<file path="src/scsa_ram.sv">
// Generic single-port-write, single-read RAM with registered read data.
`timescale 1ns / 1ps
module scsa_ram #(
  parameter int Width = 8,
  parameter int Depth = 16
) (
  input  logic                     clk,
  input  logic                     we,
  input  logic [$clog2(Depth)-1:0] waddr,
  input  logic [Width-1:0]         wdata,
  input  logic [$clog2(Depth)-1:0] raddr,
  output logic [Width-1:0]         rdata
);
  logic [Width-1:0] mem [Depth];

  always_ff @(posedge clk) begin
    if (we) mem[waddr] <= wdata;
    rdata <= mem[raddr];
  end
endmodule

</file>
<file path="config.mk">
export PLATFORM = sky130hd
export DESIGN_NAME = scsa_ram
export DESIGN_NICKNAME = d
export VERILOG_FILES = /design/src/scsa_ram.sv
export SDC_FILE = /design/constraint.sdc
export NUM_CORES = 1
export LEC_CHECK = 0
export ABC_AREA = 1
export BUFFER_PORTS_ARGS = -buffer_cell sky130_fd_sc_hd__buf_2
export CAP_MARGIN = 20
export CORE_ASPECT_RATIO = 1.5
export CORE_UTILIZATION = 30
export CTS_CLUSTER_SIZE = 8
export DETAILED_ROUTE_END_ITERATION = 16
export GPL_TIMING_DRIVEN = 0
export PLACE_DENSITY_LB_ADDON = 0.12
export SETUP_SLACK_MARGIN = 0.2
export SYNTH_ARGS = -nofsm -noshare
export SYNTH_HDL_FRONTEND = slang
export SYNTH_SLANG_ARGS = --single-unit
</file>
<file path="constraint.sdc">
create_clock -name clk -period 2.7 [get_ports clk]
set_input_delay 0.675 -clock clk [delete_from_list [all_inputs] [get_ports clk]]
set_output_delay 0.675 -clock clk [all_outputs]
set_load 0.01 [all_outputs]
</file>
==> flow_summary_export.csv <==
group,metric,value,unit
run_status,status,"complete, no violations",
synth,postSynthCellCount,551,
timing,slew-limit-headroom,0.3459,
timing,rsz0062_at_grt,"no",
synth,ys_seq_elements,136,
synth,synth_warnings,0,
route,dr.pass1.iters,5,
clocking,clock_latency,0.41,ns
die,core_area,18700,sq um
critical_path,r2r_end,"rdata[4]$_DFF_P_",
timing,finalSetupViolCount,0,
clocking,cts_tree,"built",
timing,fmax,543.5,MHz
die,die_y,171.8,um
power_and_ir_drop,p_int,4.271,mW
synth,synth_top_cell_by_area,"edfxtp_1",
route,drc_errors,0,
worst_hold_path,hold_path_class,"reg2reg",
global_route,grt_pass1_wl,22.74,mm
critical_path,cp.required,2.72,ns
synth,synth.avg_cell_area,10.47,sq um
route,vias_per_cell,4.411,
synth,synth_xor_area_frac,0,
global_route,grt_max_degree,17,
synth,synthesis.area,5767,sq um
power_and_ir_drop,p_switching,1.105,mW
critical_path,arrival,1.86,ns
cells_and_area,n_antenna_cell,0,
global_route,grt_use_total,0.1696,
timing,slew_viol_final,0,
placement,place.gp.congestion,0.8541,
placement,port_buffers,22,
cells_and_area,drive_above_1_share,0.1260,
timing,finalSetupTns,0,ns
cells_and_area,seqCellArea,4004,sq um
critical_path,slowest_stage,"nor2_1",
cells_and_area,fillers,1845,
clocking,post_cts.repair.setup_buffers,0,
synth,syn_nets,569,
critical_path,crit_fanout,8,
synth,synth_mux_area_frac,0,
clocking,cts.htree.levels,4,
synth,synth_fa_ha_area_frac,0,
route,dr.first_iter.drc_count,223,
route,ant_nets,0,
placement,dp_hpwl,10.59,mm
cells_and_area,area_delta_synth_final,19.16,%
power_and_ir_drop,pwr-share-seq,0.441,
clocking,cts_hold_buf,0,
critical_path,cpPeakStageDelay,0.80,ns
die,rows,61,
cells_and_area,layoutNonFillerInstCount,855,
synth,seq_area_frac_synth,0.6943,
route,wl,15.43,mm
critical_path,rr_startpoint,"mem[4][4]$_DFFE_PP_",
clocking,numCtsBuffers,17,
critical_path,critPathLaunchType,"input port",
global_route,overflow,0,
placement,dpl.cell_count,825,
power_and_ir_drop,p_leak,2.941,nW
clocking,cts_resized,0,
global_route,grt_pass1_vias,3769,
critical_path,critical_path_class,"in2reg",
global_route,antenna_found_initial,0,
power_and_ir_drop,swShare,0.2056,
die,die_width,115.2,um
power_and_ir_drop,p_clk_frac,0.499,
power_and_ir_drop,combPwrFrac,0.060,
die,boundaryPins,26,
critical_path,critical_path.endpoint_type,"register",
worst_hold_path,whs_endpoint,"rdata[6]$_DFF_P_",
timing,period_needed,1.840,ns
timing,post-route-period-util,0.6815,
flow_run,drv_cap,0,
power_and_ir_drop,pwr_density_cell,782.3,nW/um^2
route,wl_per_cell,18.04,um
power_and_ir_drop,power,5.376,mW
die,die_area,19790,sq um
worst_hold_path,hold_path_startpoint,"mem[10][6]$_DFFE_PP_",
synth,synth_top_cell_area_share,0.6665,
cells_and_area,nets,610,
route,vias,3771,
clocking,path_clk_slew,0.06,ns
critical_path,rr_worst_depth,6,
cells_and_area,multi_input_area,1214,sq um
timing,fin_skew,0.009711,ns
power_and_ir_drop,peakVddDrop,355.5,uV
synth,synth-simple-area-share,0.2105,
timing,worst_pin_slew,0.9776,ns
clocking,clock_path_buffers,2,
critical_path,cp_cell_sequence,"buf_2 -> nand3b_1 -> nor2_1",
synth,yosysUniqueCellTypes,12,
synth,synth.area.top_cells,"edfxtp_1, nand2_1, nand3_1",
clocking,clock-sinks,136,
die,start_util,0.3084,
critical_path,r2r_setup_slack,1.58,ns
timing,finalHoldViolCount,0,
synth,synth_top_family_by_area,"simple AND/OR/NAND/NOR gates",
synth,synth_compound_area_frac,0,
clocking,root_buffer,"clkbuf_16",
worst_hold_path,hold_path_depth,6,
critical path, delay by kind of cell:
family | cells | cell delay [ns]
simple gates | 2 | 1.07
buf+inv | 1 | 0.11
per-layer routing:
metal | part of all wire | up-vias | global-route usage
li1 | - | 1857 | -
met1 | 0.41 | 1808 | 0.1884
met2 | 0.53 | 82 | 0.3059
met3 | 0.031 | 24 | 0.03101
met4 | 0.037 | 0 | 0.08696
met5 | 0 | - | 0
metrics by stage:
step           area [sq um]  setup slack, ns    util  hold WS (ns)
2_1_floorplan          5767            1.074       -        0.6074
3_3_place_gp           6192           0.5076  0.3311        0.6605
3_5_place_dp           6192           0.4798  0.3311        0.6477
4_1_cts                6872           0.9117  0.3675        0.6611
5_1_grt                6872           0.8669  0.3675        0.6975
6_report               6872           0.8599  0.3675        0.6539
power groups by stage:
stage / clock [mW] / sequential, mW / combinational (mW)
finish: 2.68 / 2.37 / 0.323
global route: 2.80 / 2.38 / 0.355
CTS: 2.71 / 2.37 / 0.328
detailed placement: 0 / 2.42 / 0.327
global placement: 0 / 2.42 / 0.328
floorplan: 0 / 2.42 / 0.167
final cells by class:
| cell class | count | share of cell area |
|---|---|---|
| Buffer | 24 | 0.02422 |
| Clock buffer | 18 | 0.06245 |
| Clock inverter | 12 | 0.03642 |
| Inverter | 102 | 0.05572 |
| Multi-Input combinational cell | 289 | 0.1766 |
| Sequential cell | 136 | 0.5827 |
| Tap cell | 252 | 0.04588 |
| Timing Repair Buffer | 22 | 0.01602 |
state kept, by name, indices dropped and copies added (netlist names):
signal  flops
rdata       8
mem       128
cells in the final DEF, fill, tap and decap left out:
master,netlist,final
dfxtp_1,8,8
buf_4,4,4
inv_1,100,100
buf_2,13,35
nand3b_1,2,2
nand2_1,173,173
clkbuf_1,0,1
buf_1,1,1
buf_6,6,6
inv_2,2,2
bufinv_16,0,7
nor2_1,17,17
nand3_1,97,97
clkinv_2,0,1
clkbuf_16,0,17
clkinv_4,0,4
edfxtp_1,128,128
synthesized netlist by cell type:
master    number
buf_1          1
buf_2         13
buf_4          4
buf_6          6
dfxtp_1        8
edfxtp_1     128
inv_1        100
inv_2          2
nand2_1      173
nand3_1       97
nand3b_1       2
nor2_1        17
logic make-up (layout without fill, tap and decap cells):
group / after synthesis / count (layout)
buffers and inverters: 126 / 178
DFF: 136 / 136
and+or+nand+nor: 289 / 289
how the worst max path moves through the flow:
stage | end | slack [ns] | cells after the start | from
after floorplan | mem[10][0]$_DFFE_PP_ | 1.07 | 2 | waddr[2]
after global placement | mem[11][7]$_DFFE_PP_ | 0.51 | 3 | waddr[2]
after detailed placement | mem[11][3]$_DFFE_PP_ | 0.48 | 3 | waddr[2]
after CTS | mem[11][0]$_DFFE_PP_ | 0.91 | 3 | waddr[2]
after global routing | mem[11][6]$_DFFE_PP_ | 0.87 | 3 | waddr[2]
final | mem[11][0]$_DFFE_PP_ | 0.86 | 3 | waddr[2]
Power figures use the tool's default switching activity.
